<file path="src/design/pfv_pkg.sv">
package pfv_pkg;

    function automatic int maxi(input int a, input int b);
        return (a > b) ? a : b;
    endfunction

    // fraction bits of the Q formats for angle, steps, velocity and scale
    localparam int FRAC_BITS  = 16;

    localparam int ANG_W      = 32;
    localparam int EST_W      = 48;
    localparam int DRV_W      = 16;
    localparam int VEL_W      = 32;

    localparam int SPD_W      = 24;
    localparam int KP_W       = 16;
    localparam int KP_FRAC    = 8;
    localparam int VMX_W      = 15;
    localparam int DB_W       = 24;
    localparam int TICK_W     = 16;
    localparam int TICK_FRAC  = 16;
    localparam int VSC_W      = 24;

    localparam int CFG_IDX_W  = 3;
    localparam int CFG_DATA_W = 24;

    localparam logic [CFG_IDX_W-1:0] CFG_SPD  = 3'd0;
    localparam logic [CFG_IDX_W-1:0] CFG_KP   = 3'd1;
    localparam logic [CFG_IDX_W-1:0] CFG_VMX  = 3'd2;
    localparam logic [CFG_IDX_W-1:0] CFG_DB   = 3'd3;
    localparam logic [CFG_IDX_W-1:0] CFG_TICK = 3'd4;
    localparam logic [CFG_IDX_W-1:0] CFG_VSC  = 3'd5;

    localparam logic [SPD_W-1:0]  CFG_SPD_RST  = 24'd1820444;
    localparam logic [KP_W-1:0]   CFG_KP_RST   = 16'd1536;
    localparam logic [VMX_W-1:0]  CFG_VMX_RST  = 15'd600;
    localparam logic [DB_W-1:0]   CFG_DB_RST   = 24'd32768;
    localparam logic [TICK_W-1:0] CFG_TICK_RST = 16'd655;
    localparam logic [VSC_W-1:0]  CFG_VSC_RST  = 24'd1073709;

    // datapath widths
    localparam int DIFF_W = ANG_W + 1;
    localparam int TM_W   = DIFF_W + SPD_W - FRAC_BITS + 1;
    localparam int T_W    = TM_W + 1;
    localparam int ERR_W  = maxi(T_W, EST_W) + 1;
    // error clamp: anything at or above 2^(EC_W-1) saturates for every nonzero gain
    localparam int EC_W   = VMX_W + KP_FRAC + FRAC_BITS + 1;
    localparam int VMAG_W = VMX_W + FRAC_BITS;
    localparam int MA_W   = maxi(maxi(DIFF_W, EC_W), VMAG_W);
    localparam int MB_W   = maxi(maxi(SPD_W, KP_W), maxi(TICK_W, VSC_W));
    localparam int P_W    = MA_W + MB_W;
    localparam int KV_W   = P_W - KP_FRAC;
    localparam int DLT_W  = VMAG_W + 1;
    localparam int S_W    = maxi(EST_W, DLT_W + 1) + 1;
    localparam int VX_W   = maxi(VMAG_W, VEL_W) + 1;

    typedef logic [1:0] t_msel;
    localparam t_msel MS_TGT  = 2'd0;
    localparam t_msel MS_KP   = 2'd1;
    localparam t_msel MS_TICK = 2'd2;
    localparam t_msel MS_VSC  = 2'd3;

    typedef struct packed {
        logic [SPD_W-1:0]  spd;
        logic [KP_W-1:0]   kp;
        logic [VMX_W-1:0]  vmax;
        logic [DB_W-1:0]   dband;
        logic [TICK_W-1:0] tick;
        logic [VSC_W-1:0]  vsc;
    } t_cfg;

    typedef struct packed {
        logic  load_in;
        logic  do_diff;
        logic  mul_en;
        t_msel msel;
        logic  ld_err;
        logic  ld_mag;
        logic  ld_vel;
        logic  ld_est;
        logic  ld_drv;
        logic  ld_out;
    } t_cmd;

    typedef struct packed {
        logic tick_valid;
    } t_sts;

endpackage

</file>
<file path="src/design/pfv_in_if.sv">
interface pfv_in_if;
    import pfv_pkg::*;

    logic                    valid;
    logic                    ready;
    logic signed [ANG_W-1:0] target_angle;
    logic                    angle_valid;

    modport source (output valid, output target_angle, output angle_valid, input ready);
    modport sink   (input valid, input target_angle, input angle_valid, output ready);
endinterface

</file>
<file path="src/design/pfv_out_if.sv">
interface pfv_out_if;
    import pfv_pkg::*;

    logic                    valid;
    logic                    ready;
    logic signed [DRV_W-1:0] drive_word;
    logic signed [VEL_W-1:0] velocity_steps;
    logic signed [EST_W-1:0] position_estimate;

    modport source (output valid, output drive_word, output velocity_steps,
                    output position_estimate, input ready);
    modport sink   (input valid, input drive_word, input velocity_steps,
                    input position_estimate, output ready);
endinterface

</file>
<file path="src/design/pfv_cfg.sv">
module pfv_cfg
    import pfv_pkg::*;
(
    input  logic                  i_clk,
    input  logic                  i_rst_n,
    input  logic                  i_we,
    input  logic [CFG_IDX_W-1:0]  i_idx,
    input  logic [CFG_DATA_W-1:0] i_data,
    output t_cfg                  o_cfg
);

    t_cfg r_cfg;

    always_ff @(posedge i_clk) begin
        if (!i_rst_n) begin
            r_cfg.spd   <= CFG_SPD_RST;
            r_cfg.kp    <= CFG_KP_RST;
            r_cfg.vmax  <= CFG_VMX_RST;
            r_cfg.dband <= CFG_DB_RST;
            r_cfg.tick  <= CFG_TICK_RST;
            r_cfg.vsc   <= CFG_VSC_RST;
        end else if (i_we) begin
            unique case (i_idx)
                CFG_SPD:  r_cfg.spd   <= i_data[SPD_W-1:0];
                CFG_KP:   r_cfg.kp    <= i_data[KP_W-1:0];
                CFG_VMX:  r_cfg.vmax  <= i_data[VMX_W-1:0];
                CFG_DB:   r_cfg.dband <= i_data[DB_W-1:0];
                CFG_TICK: r_cfg.tick  <= i_data[TICK_W-1:0];
                CFG_VSC:  r_cfg.vsc   <= i_data[VSC_W-1:0];
                default:  ;  // unknown index: ignored
            endcase
        end
    end

    assign o_cfg = r_cfg;

endmodule

</file>
<file path="src/design/pfv_ctrl.sv">
module pfv_ctrl
    import pfv_pkg::*;
(
    input  logic i_clk,
    input  logic i_rst_n,
    input  logic i_in_valid,
    output logic o_in_ready,
    output logic o_out_valid,
    input  logic i_out_ready,
    input  t_sts i_sts,
    output t_cmd o_cmd
);

    localparam logic [3:0] ST_IDLE = 4'd0;
    localparam logic [3:0] ST_DIFF = 4'd1;
    localparam logic [3:0] ST_MT   = 4'd2;
    localparam logic [3:0] ST_ERR  = 4'd3;
    localparam logic [3:0] ST_MAG  = 4'd4;
    localparam logic [3:0] ST_MK   = 4'd5;
    localparam logic [3:0] ST_VEL  = 4'd6;
    localparam logic [3:0] ST_MTK  = 4'd7;
    localparam logic [3:0] ST_EST  = 4'd8;
    localparam logic [3:0] ST_DRV  = 4'd9;
    localparam logic [3:0] ST_OUT  = 4'd10;

    logic [3:0] r_state, n_state;
    logic       r_out_valid, n_out_valid;
    logic       can_load;

    assign can_load = !r_out_valid || i_out_ready;

    always_comb begin
        n_state = r_state;
        o_cmd   = '0;
        unique case (r_state)
            ST_IDLE: begin
                if (i_in_valid) begin
                    o_cmd.load_in = 1'b1;
                    n_state       = ST_DIFF;
                end
            end
            ST_DIFF: begin
                o_cmd.do_diff = 1'b1;
                n_state = i_sts.tick_valid ? ST_MT : ST_OUT;
            end
            ST_MT: begin
                o_cmd.mul_en = 1'b1;
                o_cmd.msel   = MS_TGT;
                n_state      = ST_ERR;
            end
            ST_ERR: begin
                o_cmd.ld_err = 1'b1;
                n_state      = ST_MAG;
            end
            ST_MAG: begin
                o_cmd.ld_mag = 1'b1;
                n_state      = ST_MK;
            end
            ST_MK: begin
                o_cmd.mul_en = 1'b1;
                o_cmd.msel   = MS_KP;
                n_state      = ST_VEL;
            end
            ST_VEL: begin
                o_cmd.ld_vel = 1'b1;
                n_state      = ST_MTK;
            end
            ST_MTK: begin
                o_cmd.mul_en = 1'b1;
                o_cmd.msel   = MS_TICK;
                n_state      = ST_EST;
            end
            ST_EST: begin
                // estimate update and the drive-scale multiply share this cycle
                o_cmd.ld_est = 1'b1;
                o_cmd.mul_en = 1'b1;
                o_cmd.msel   = MS_VSC;
                n_state      = ST_DRV;
            end
            ST_DRV: begin
                o_cmd.ld_drv = 1'b1;
                n_state      = ST_OUT;
            end
            ST_OUT: begin
                if (can_load) begin
                    o_cmd.ld_out = 1'b1;
                    n_state      = ST_IDLE;
                end
            end
            default: n_state = ST_IDLE;
        endcase
    end

    always_comb begin
        if (o_cmd.ld_out) begin
            n_out_valid = 1'b1;
        end else if (i_out_ready) begin
            n_out_valid = 1'b0;
        end else begin
            n_out_valid = r_out_valid;
        end
    end

    always_ff @(posedge i_clk) begin
        if (!i_rst_n) begin
            r_state     <= ST_IDLE;
            r_out_valid <= 1'b0;
        end else begin
            r_state     <= n_state;
            r_out_valid <= n_out_valid;
        end
    end

    assign o_in_ready  = (r_state == ST_IDLE);
    assign o_out_valid = r_out_valid;

endmodule

</file>
<file path="src/design/pfv_dp.sv">
module pfv_dp
    import pfv_pkg::*;
(
    input  logic                    i_clk,
    input  logic                    i_rst_n,
    input  t_cfg                    i_cfg,
    input  t_cmd                    i_cmd,
    output t_sts                    o_sts,
    input  logic signed [ANG_W-1:0] i_target_angle,
    input  logic                    i_angle_valid,
    output logic signed [DRV_W-1:0] o_drive_word,
    output logic signed [VEL_W-1:0] o_velocity_steps,
    output logic signed [EST_W-1:0] o_position_estimate
);

    localparam logic [EC_W-1:0] EC_CLAMP = {1'b1, {(EC_W-1){1'b0}}};

    // item and persistent state
    logic signed [ANG_W-1:0] r_angle;
    logic                    r_valid;
    logic                    r_org_lat;
    logic signed [ANG_W-1:0] r_origin;
    logic signed [EST_W-1:0] r_est;

    // working registers
    logic [DIFF_W-1:0]       r_dmag;
    logic                    r_dneg;
    logic [P_W-1:0]          r_prod;
    logic signed [ERR_W-1:0] r_err;
    logic                    r_eneg;
    logic                    r_dead;
    logic [EC_W-1:0]         r_emc;
    logic [VMAG_W-1:0]       r_vmag;
    logic [DRV_W-1:0]        r_drive;

    // result registers
    logic signed [DRV_W-1:0] r_o_drive;
    logic signed [VEL_W-1:0] r_o_vel;
    logic signed [EST_W-1:0] r_o_est;

    // angle difference against origin (zero on the latching tick)
    logic signed [ANG_W-1:0]  org_eff;
    logic signed [DIFF_W-1:0] diff;
    logic [DIFF_W-1:0]        dmag;

    assign org_eff = r_org_lat ? r_origin : r_angle;
    assign diff    = {r_angle[ANG_W-1], r_angle} - {org_eff[ANG_W-1], org_eff};
    assign dmag    = diff[DIFF_W-1] ? (~diff + 1'b1) : diff;

    // shared multiplier
    logic [MA_W-1:0] mul_a;
    logic [MB_W-1:0] mul_b;

    always_comb begin
        case (i_cmd.msel)
            MS_TGT: begin
                mul_a = MA_W'(r_dmag);
                mul_b = MB_W'(i_cfg.spd);
            end
            MS_KP: begin
                mul_a = MA_W'(r_emc);
                mul_b = MB_W'(i_cfg.kp);
            end
            MS_TICK: begin
                mul_a = MA_W'(r_vmag);
                mul_b = MB_W'(i_cfg.tick);
            end
            default: begin
                mul_a = MA_W'(r_vmag);
                mul_b = MB_W'(i_cfg.vsc);
            end
        endcase
    end

    // target in steps, error against estimate
    logic [P_W-1:0]          tsum;
    logic [TM_W-1:0]         tmag;
    logic signed [T_W-1:0]   target;
    logic signed [ERR_W-1:0] err;

    assign tsum   = r_prod + (P_W'(1) << (FRAC_BITS - 1));
    assign tmag   = tsum[FRAC_BITS +: TM_W];
    assign target = r_dneg ? -$signed({1'b0, tmag}) : $signed({1'b0, tmag});
    assign err    = $signed({{(ERR_W-T_W){target[T_W-1]}}, target})
                  - $signed({{(ERR_W-EST_W){r_est[EST_W-1]}}, r_est});

    // error magnitude
    logic [ERR_W-1:0] emag;

    assign emag = r_err[ERR_W-1] ? (~r_err + 1'b1) : r_err;

    // velocity magnitude, clamped
    logic [P_W-1:0]    vsum;
    logic [KV_W-1:0]   vfull;
    logic [VMAG_W-1:0] vmaxw;
    logic [VMAG_W-1:0] vmag;

    assign vsum  = r_prod + (P_W'(1) << (KP_FRAC - 1));
    assign vfull = vsum[P_W-1:KP_FRAC];
    assign vmaxw = {i_cfg.vmax, {FRAC_BITS{1'b0}}};
    assign vmag  = r_dead ? '0 : ((vfull > KV_W'(vmaxw)) ? vmaxw : vfull[VMAG_W-1:0]);

    // estimate step with saturation at the 48-bit limits
    logic [P_W-1:0]           dsum;
    logic [DLT_W-1:0]         dlt;
    logic signed [DLT_W:0]    dlt_s;
    logic signed [S_W-1:0]    esum;
    logic                     e_ovf;
    logic signed [EST_W-1:0]  est_new;

    assign dsum  = r_prod + (P_W'(1) << (TICK_FRAC - 1));
    assign dlt   = dsum[TICK_FRAC +: DLT_W];
    assign dlt_s = r_eneg ? -$signed({1'b0, dlt}) : $signed({1'b0, dlt});
    assign esum  = $signed({{(S_W-EST_W){r_est[EST_W-1]}}, r_est})
                 + $signed({{(S_W-DLT_W-1){dlt_s[DLT_W]}}, dlt_s});
    assign e_ovf = !((&esum[S_W-1:EST_W-1]) || !(|esum[S_W-1:EST_W-1]));

    always_comb begin
        if (e_ovf) begin
            est_new = esum[S_W-1] ? {1'b1, {(EST_W-1){1'b0}}} : {1'b0, {(EST_W-1){1'b1}}};
        end else begin
            est_new = esum[EST_W-1:0];
        end
    end

    // drive word magnitude, saturated to 32767
    logic [P_W-1:0]             wsum;
    logic [P_W-2*FRAC_BITS-1:0] whi;
    logic [DRV_W-2:0]           wmag;

    assign wsum = r_prod + (P_W'(1) << (2*FRAC_BITS - 1));
    assign whi  = wsum[P_W-1:2*FRAC_BITS];
    assign wmag = (whi > (P_W-2*FRAC_BITS)'({(DRV_W-1){1'b1}})) ? {(DRV_W-1){1'b1}}
                                                               : whi[DRV_W-2:0];

    // velocity output, saturated to 32 bits signed
    logic [VX_W-1:0]  vx;
    logic [VEL_W-1:0] vel_out;

    assign vx = VX_W'(r_vmag);

    always_comb begin
        if (!r_eneg && (vx > VX_W'({1'b0, {(VEL_W-1){1'b1}}}))) begin
            vel_out = {1'b0, {(VEL_W-1){1'b1}}};
        end else if (r_eneg && (vx > VX_W'({1'b1, {(VEL_W-1){1'b0}}}))) begin
            vel_out = {1'b1, {(VEL_W-1){1'b0}}};
        end else if (r_eneg) begin
            vel_out = ~vx[VEL_W-1:0] + 1'b1;
        end else begin
            vel_out = vx[VEL_W-1:0];
        end
    end

    // state with reset
    always_ff @(posedge i_clk) begin
        if (!i_rst_n) begin
            r_org_lat <= 1'b0;
            r_origin  <= '0;
            r_est     <= '0;
            r_valid   <= 1'b0;
        end else begin
            if (i_cmd.load_in) begin
                r_valid <= i_angle_valid;
            end
            if (i_cmd.do_diff && r_valid && !r_org_lat) begin
                r_org_lat <= 1'b1;
                r_origin  <= r_angle;
            end
            if (i_cmd.ld_est) begin
                r_est <= est_new;
            end
        end
    end

    // payload registers
    always_ff @(posedge i_clk) begin
        if (i_cmd.load_in) begin
            r_angle <= i_target_angle;
        end
        if (i_cmd.do_diff) begin
            r_dmag <= dmag;
            r_dneg <= diff[DIFF_W-1];
        end
        if (i_cmd.mul_en) begin
            r_prod <= P_W'(mul_a) * P_W'(mul_b);
        end
        if (i_cmd.ld_err) begin
            r_err <= err;
        end
        if (i_cmd.ld_mag) begin
            r_eneg <= r_err[ERR_W-1];
            r_dead <= emag < ERR_W'(i_cfg.dband);
            r_emc  <= (emag >= ERR_W'(EC_CLAMP)) ? EC_CLAMP : emag[EC_W-1:0];
        end
        if (i_cmd.ld_vel) begin
            r_vmag <= vmag;
        end
        if (i_cmd.ld_drv) begin
            r_drive <= r_eneg ? (~{1'b0, wmag} + 1'b1) : {1'b0, wmag};
        end
        if (i_cmd.ld_out) begin
            r_o_est <= r_est;
            if (r_valid) begin
                r_o_drive <= r_drive;
                r_o_vel   <= vel_out;
            end else begin
                r_o_drive <= '0;
                r_o_vel   <= '0;
            end
        end
    end

    assign o_sts.tick_valid   = r_valid;
    assign o_drive_word        = r_o_drive;
    assign o_velocity_steps    = r_o_vel;
    assign o_position_estimate = r_o_est;

endmodule

</file>
<file path="src/design/position_follow_p_velocity.sv">
// A valid tick's item steps from acceptance through diff, the four multiplies, error,
// clamp, estimate and drive updates to output; a tick without a valid angle goes from
// diff straight to output. One shared multiplier serves the four multiplies. No new item
// enters until the last is in the output register, which holds it while the next is taken.
// Reset (synchronous, active low): config registers to defaults, origin unlatched,
// estimate zero, no result pending.
module position_follow_p_velocity
    import pfv_pkg::*;
(
    input  logic                  i_clk,
    input  logic                  i_rst_n,
    // configuration write port
    input  logic                  i_cfg_we,
    input  logic [CFG_IDX_W-1:0]  i_cfg_idx,
    input  logic [CFG_DATA_W-1:0] i_cfg_data,
    // tick items in, results out
    pfv_in_if.sink                i_in,
    pfv_out_if.source             o_out
);

    t_cfg cfg;
    t_cmd cmd;
    t_sts sts;

    // register file for gains, limits and scales
    pfv_cfg u_cfg (
        .i_clk   (i_clk),
        .i_rst_n (i_rst_n),
        .i_we    (i_cfg_we),
        .i_idx   (i_cfg_idx),
        .i_data  (i_cfg_data),
        .o_cfg   (cfg)
    );

    // sequencer: accept, diff, target multiply, error, magnitude, gain multiply,
    // clamp, tick multiply, estimate update with scale multiply, drive round, output
    pfv_ctrl u_ctrl (
        .i_clk       (i_clk),
        .i_rst_n     (i_rst_n),
        .i_in_valid  (i_in.valid),
        .o_in_ready  (i_in.ready),
        .o_out_valid (o_out.valid),
        .i_out_ready (o_out.ready),
        .i_sts       (sts),
        .o_cmd       (cmd)
    );

    // arithmetic, origin and estimate state, output payload register
    pfv_dp u_dp (
        .i_clk               (i_clk),
        .i_rst_n             (i_rst_n),
        .i_cfg               (cfg),
        .i_cmd               (cmd),
        .o_sts               (sts),
        .i_target_angle      (i_in.target_angle),
        .i_angle_valid       (i_in.angle_valid),
        .o_drive_word        (o_out.drive_word),
        .o_velocity_steps    (o_out.velocity_steps),
        .o_position_estimate (o_out.position_estimate)
    );

endmodule
</file>
<file path="src/flat_wrapper.sv">
// flat-port wrapper written by rule: the top's interface ports become plain ports
module position_follow_p_velocity_flat import pfv_pkg::*;
  (i_clk, i_rst_n, i_cfg_we, i_cfg_idx, i_cfg_data, i_in_valid, i_in_target_angle, i_in_angle_valid, i_in_ready, o_out_valid, o_out_drive_word, o_out_velocity_steps, o_out_position_estimate, o_out_ready);
  pfv_in_if i_in_i ();
  pfv_out_if o_out_i ();
  input  logic i_clk;
  input  logic i_rst_n;
  input  logic i_cfg_we;
  input  logic [CFG_IDX_W-1:0] i_cfg_idx;
  input  logic [CFG_DATA_W-1:0] i_cfg_data;
  input wire logic [$bits(i_in_i.valid)-1:0] i_in_valid;
  input wire logic [$bits(i_in_i.target_angle)-1:0] i_in_target_angle;
  input wire logic [$bits(i_in_i.angle_valid)-1:0] i_in_angle_valid;
  output wire logic [$bits(i_in_i.ready)-1:0] i_in_ready;
  output wire logic [$bits(o_out_i.valid)-1:0] o_out_valid;
  output wire logic [$bits(o_out_i.drive_word)-1:0] o_out_drive_word;
  output wire logic [$bits(o_out_i.velocity_steps)-1:0] o_out_velocity_steps;
  output wire logic [$bits(o_out_i.position_estimate)-1:0] o_out_position_estimate;
  input wire logic [$bits(o_out_i.ready)-1:0] o_out_ready;
  assign i_in_i.valid = i_in_valid;
  assign i_in_i.target_angle = i_in_target_angle;
  assign i_in_i.angle_valid = i_in_angle_valid;
  assign i_in_ready = i_in_i.ready;
  assign o_out_valid = o_out_i.valid;
  assign o_out_drive_word = o_out_i.drive_word;
  assign o_out_velocity_steps = o_out_i.velocity_steps;
  assign o_out_position_estimate = o_out_i.position_estimate;
  assign o_out_i.ready = o_out_ready;
  position_follow_p_velocity u_core (.i_clk(i_clk), .i_rst_n(i_rst_n), .i_cfg_we(i_cfg_we), .i_cfg_idx(i_cfg_idx), .i_cfg_data(i_cfg_data), .i_in(i_in_i), .o_out(o_out_i));
endmodule
</file>
<file path="config.mk">
export PLATFORM = sky130hd
export DESIGN_NAME = position_follow_p_velocity_flat
export DESIGN_NICKNAME = d
export VERILOG_FILES = /design/src/design/pfv_pkg.sv /design/src/design/pfv_in_if.sv /design/src/design/pfv_out_if.sv /design/src/design/pfv_cfg.sv /design/src/design/pfv_ctrl.sv /design/src/design/pfv_dp.sv /design/src/design/position_follow_p_velocity.sv /design/src/flat_wrapper.sv
export SDC_FILE = /design/constraint.sdc
export NUM_CORES = 2
export LEC_CHECK = 0
export ABC_AREA = 1
export BUFFER_PORTS_ARGS = -buffer_cell sky130_fd_sc_hd__buf_2
export CORE_MARGIN = 5
export CORE_UTILIZATION = 45
export DETAILED_ROUTE_END_ITERATION = 16
export PLACE_DENSITY_LB_ADDON = 0.15
export SLEW_MARGIN = 40
export SYNTH_ARGS = -nofsm -noshare
export SYNTH_HDL_FRONTEND = slang
export SYNTH_SLANG_ARGS = --single-unit
</file>
<file path="constraint.sdc">
create_clock -name i_clk -period 8.6 [get_ports i_clk]
set_input_delay 1.29 -clock i_clk [delete_from_list [all_inputs] [get_ports i_clk]]
set_output_delay 1.29 -clock i_clk [all_outputs]
set_load 0.02 [all_outputs]
</file>
==> results.sh <==
export IMPL_ys_ff_latch=563
export IMPL_path_common_cell="fa_1"
export IMPL_port_buffers=162
export IMPL_worst_path_largest_cell_delay_ns=0.63
export IMPL_hold_path_class="reg -> reg"
export IMPL_cts_max_path_buffers=3
export IMPL_synthXorXnorAreaFrac_pct=4.54
export IMPL_core_sq_um=150000
export IMPL_area_growth_pct=12.1
export IMPL_clock_fmax_mhz=119
export IMPL_grt_first_pass_wirelength_microns=390000
export IMPL_hold_buffers=0
export IMPL_drv_cap=0
export IMPL_grt_overflow=0
export IMPL_final_common_cell="nand2_1"
export IMPL_cts_made_buffers=70
export IMPL_outcome="complete, no violations"
export IMPL_clk_pin_slew_ns=0.06
export IMPL_critical_path_startpoint_type="flop"
export IMPL_synth_main_ff_cell="edfxtp_1"
export IMPL_synth_compound_area_share_pct=9.02
export IMPL_drc=0
export IMPL_end_kind="flop"
export IMPL_worst_r2r_endpoint="u_core.u_dp.r_prod[53]"
export IMPL_cts_root_buffer="clkbuf_16"
export IMPL_synth_fa_ha_area_share_pct=31.1
export IMPL_crit_end="u_core.u_dp.r_prod[53]"
export IMPL_final_cell_area_sq_um=76400
export IMPL_slowest_stage="fa_1"
export IMPL_dp_hpwl_microns=220000
export IMPL_synth_top_family_by_area="adder cells"
export IMPL_syn_inst=8946
export IMPL_synthDistinctLibCells=65
export IMPL_grt_max_degree=111
export IMPL_path_class="reg -> reg"
export IMPL_ant_nets=0
export IMPL_yosysTopAreaCell="fa_1"
export IMPL_synthMuxAreaShare_pct=0.0294
export IMPL_clock_latency_ns=0.68
export IMPL_finalHoldViolations=0
export IMPL_synthArstFlopShare_pct=0
export IMPL_path_buf_inv=10
export IMPL_syn_cell_area_sq_um=68200
export IMPL_crit_start="u_core.u_ctrl.r_state[1]"
export IMPL_synthTopCellsByArea="fa_1 25%, edfxtp_1 16%, nand2_1 10%"
export IMPL_ff2ff_setup_slack_ns=0.18
export IMPL_grt_use_total_pct=32.9
export IMPL_period_minus_slack_ns=8.42
export IMPL_h_tree_depth=3
export IMPL_drt_initial_drc_count=5685
export IMPL_clock_skew_ns=0.0658
export IMPL_drive_gt1_share_pct=9.17
export IMPL_dieArea_sq_um=159000
export IMPL_synth_warnings=0
export IMPL_die_w_microns=399
export IMPL_nets=10600
export IMPL_relSlewSlack_pct=31.1
export IMPL_syn_avg_cell_area_sq_um=7.62
export IMPL_drtPass1Iterations=8
export IMPL_cp_max_fo=22
export IMPL_cts_tree="done"
export IMPL_worstRegToRegCells=31
export IMPL_critPathTopFamily="adder cells"
export IMPL_vias=61500
export IMPL_die_height_microns=399
export IMPL_grt_pass1_vias=60500
export IMPL_wl_per_cell_microns=22.9
export IMPL_antenna_found_initial=12
export IMPL_gp_congestion=1.01
export IMPL_dp_cells=11200
export IMPL_instances_no_fill=11400
export IMPL_finalCritPeriodShare_pct=97.9
export IMPL_num_rows=142
export IMPL_final_cell_mix="1807 x nand2_1, 1700 x inv_1, 1199 x nor2_1"
export IMPL_crit_required_ns=8.96
export IMPL_rsz0062_at_grt="yes"
export IMPL_synth_seq_area_share_pct=21.8
export IMPL_setup_viol=0
export IMPL_via_per_inst=5.40
export IMPL_tightest_slew_ns=1.02
export IMPL_io_pins=163
export IMPL_critPathArrivalTime_ns=8.78
export IMPL_maxSlewViolCount=0
export IMPL_cts_sinks=563
export IMPL_yosys_area_top_type_share_pct=24.5
export IMPL_cp_depth=31
export IMPL_wl_microns=261000
export IMPL_place_area_sq_um=73700
export IMPL_synth_enable_flop_cells=357
export IMPL_r2r_start="u_core.u_ctrl.r_state[1]"
export IMPL_start_util_pct=45.4
export IMPL_yosys_area_share_simple_pct=22.3
sequential cells by signal, summed over array words and instances, names as in the netlist, 4 cells and up:
signal	count
u_core.u_dp.r_angle	32
u_core.u_dp.r_dmag	33
u_core.u_dp.r_est	48
u_core.u_dp.r_emc	40
u_core.u_dp.r_origin	32
u_core.u_dp.o_drive_word	16
u_core.u_dp.r_err	49
u_core.u_dp.o_velocity_steps	32
u_core.u_dp.r_prod	57
u_core.u_dp.r_vmag	31
u_core.u_ctrl.r_state	4
u_core.u_cfg.o_cfg	119
u_core.u_dp.r_drive	16
u_core.u_dp.o_position_estimate	48
metal layers:
metal	routed length, microns	vias to the layer above	global-route usage (%)	share of wire, %
met2	116000	2401	51.4	44
met5	29	-	0	0.011
met1	113000	30200	45.9	43
met4	9870	4	10.3	3.8
li1	-	28400	-	-
met3	23000	462	6.74	8.8
logic make-up after synthesis:
kind of cell / count (synthesis)
other: 2
and+or+nand+nor: 3689
xor gates and xnor gates: 347
muxes: 2
buffers and inverters: 2014
AOI/OAI and AO/OA: 1133
adders and majority gates: 1196
DFF: 563
synthesized netlist by cell type, drive strengths merged (8+ instances only):
master,number
xnor2,76
nor2,1271
xor2,271
nand4,70
o21ai,463
o31ai,14
nor4,27
a21oi,473
a21o,21
a22oi,8
o21bai,15
fa,836
nand3,319
clkbuf,233
dfxtp,206
a21boi,15
or2,42
edfxtp,357
buf,50
o211ai,15
a31oi,43
o21a,42
clkinv,15
ha,360
nand3b,18
a221oi,8
nand2,1834
inv,1716
nor3,91
repair_timing:
item | in CTS | in global routing
endpoints found under the setup margin | 2 | 37
cloned | 0 | 1
resized for setup | 3 | 70
setup buffers | 0 | 11
pin swaps | 0 | 2
worst min-delay path, delay by kind of cell (launching register included):
kind | cells | cell delay [ns]
flip-flops | 1 | 0.29
AO/OA/AOI/OAI | 1 | 0.05
buffers and inverters | 1 | 0.06
how the worst min path moves through the flow:
| stage | startpoint | end | cells past startpoint |
|---|---|---|---|
| after floorplan | u_core.u_cfg.o_cfg[0] | u_core.u_cfg.o_cfg[0] | 2 |
| after global placement | u_core.u_cfg.o_cfg[5] | u_core.u_cfg.o_cfg[5] | 2 |
| after detailed placement | u_core.u_cfg.o_cfg[5] | u_core.u_cfg.o_cfg[5] | 2 |
| after CTS | u_core.u_cfg.o_cfg[5] | u_core.u_cfg.o_cfg[5] | 2 |
| after global routing | u_core.u_dp.r_origin[17] | u_core.u_dp.r_origin[17] | 2 |
| final | u_core.u_dp.r_origin[17] | u_core.u_dp.r_origin[17] | 2 |
per-stage QoR:
| step | setup slack [ns] | TNS (ns) | util (%) | hold WS, ns |
|---|---|---|---|---|
| after floorplan | 0.959 | 0 | - | 0.421 |
| after global placement | 0.0251 | 0 | 49.0 | 0.432 |
| after detailed placement | 0.0623 | 0 | 49.0 | 0.437 |
| after CTS | 0.0280 | 0 | 50.6 | 0.451 |
| after global routing | -0.0519 | -0.0553 | 50.8 | 0.464 |
| final | 0.182 | 0 | 50.9 | 0.450 |
layout make-up:
| cell class | count | area (sq um) |
|---|---|---|
| fillers | 15100 | 73900 |
| multi-input cells | 6424 | 46300 |
| flip-flops and latches | 563 | 14800 |
| inverters | 1731 | 6530 |
| repair buffers | 519 | 3860 |
| well taps | 2016 | 2520 |
| clock buffers | 94 | 1940 |
| clock inverters | 33 | 435 |
| diodes | 10 | 25.0 |
Power is left out: the tool's default activity adds up to more than one toggle a clock period on the data nets, which glitch-free logic cannot reach.
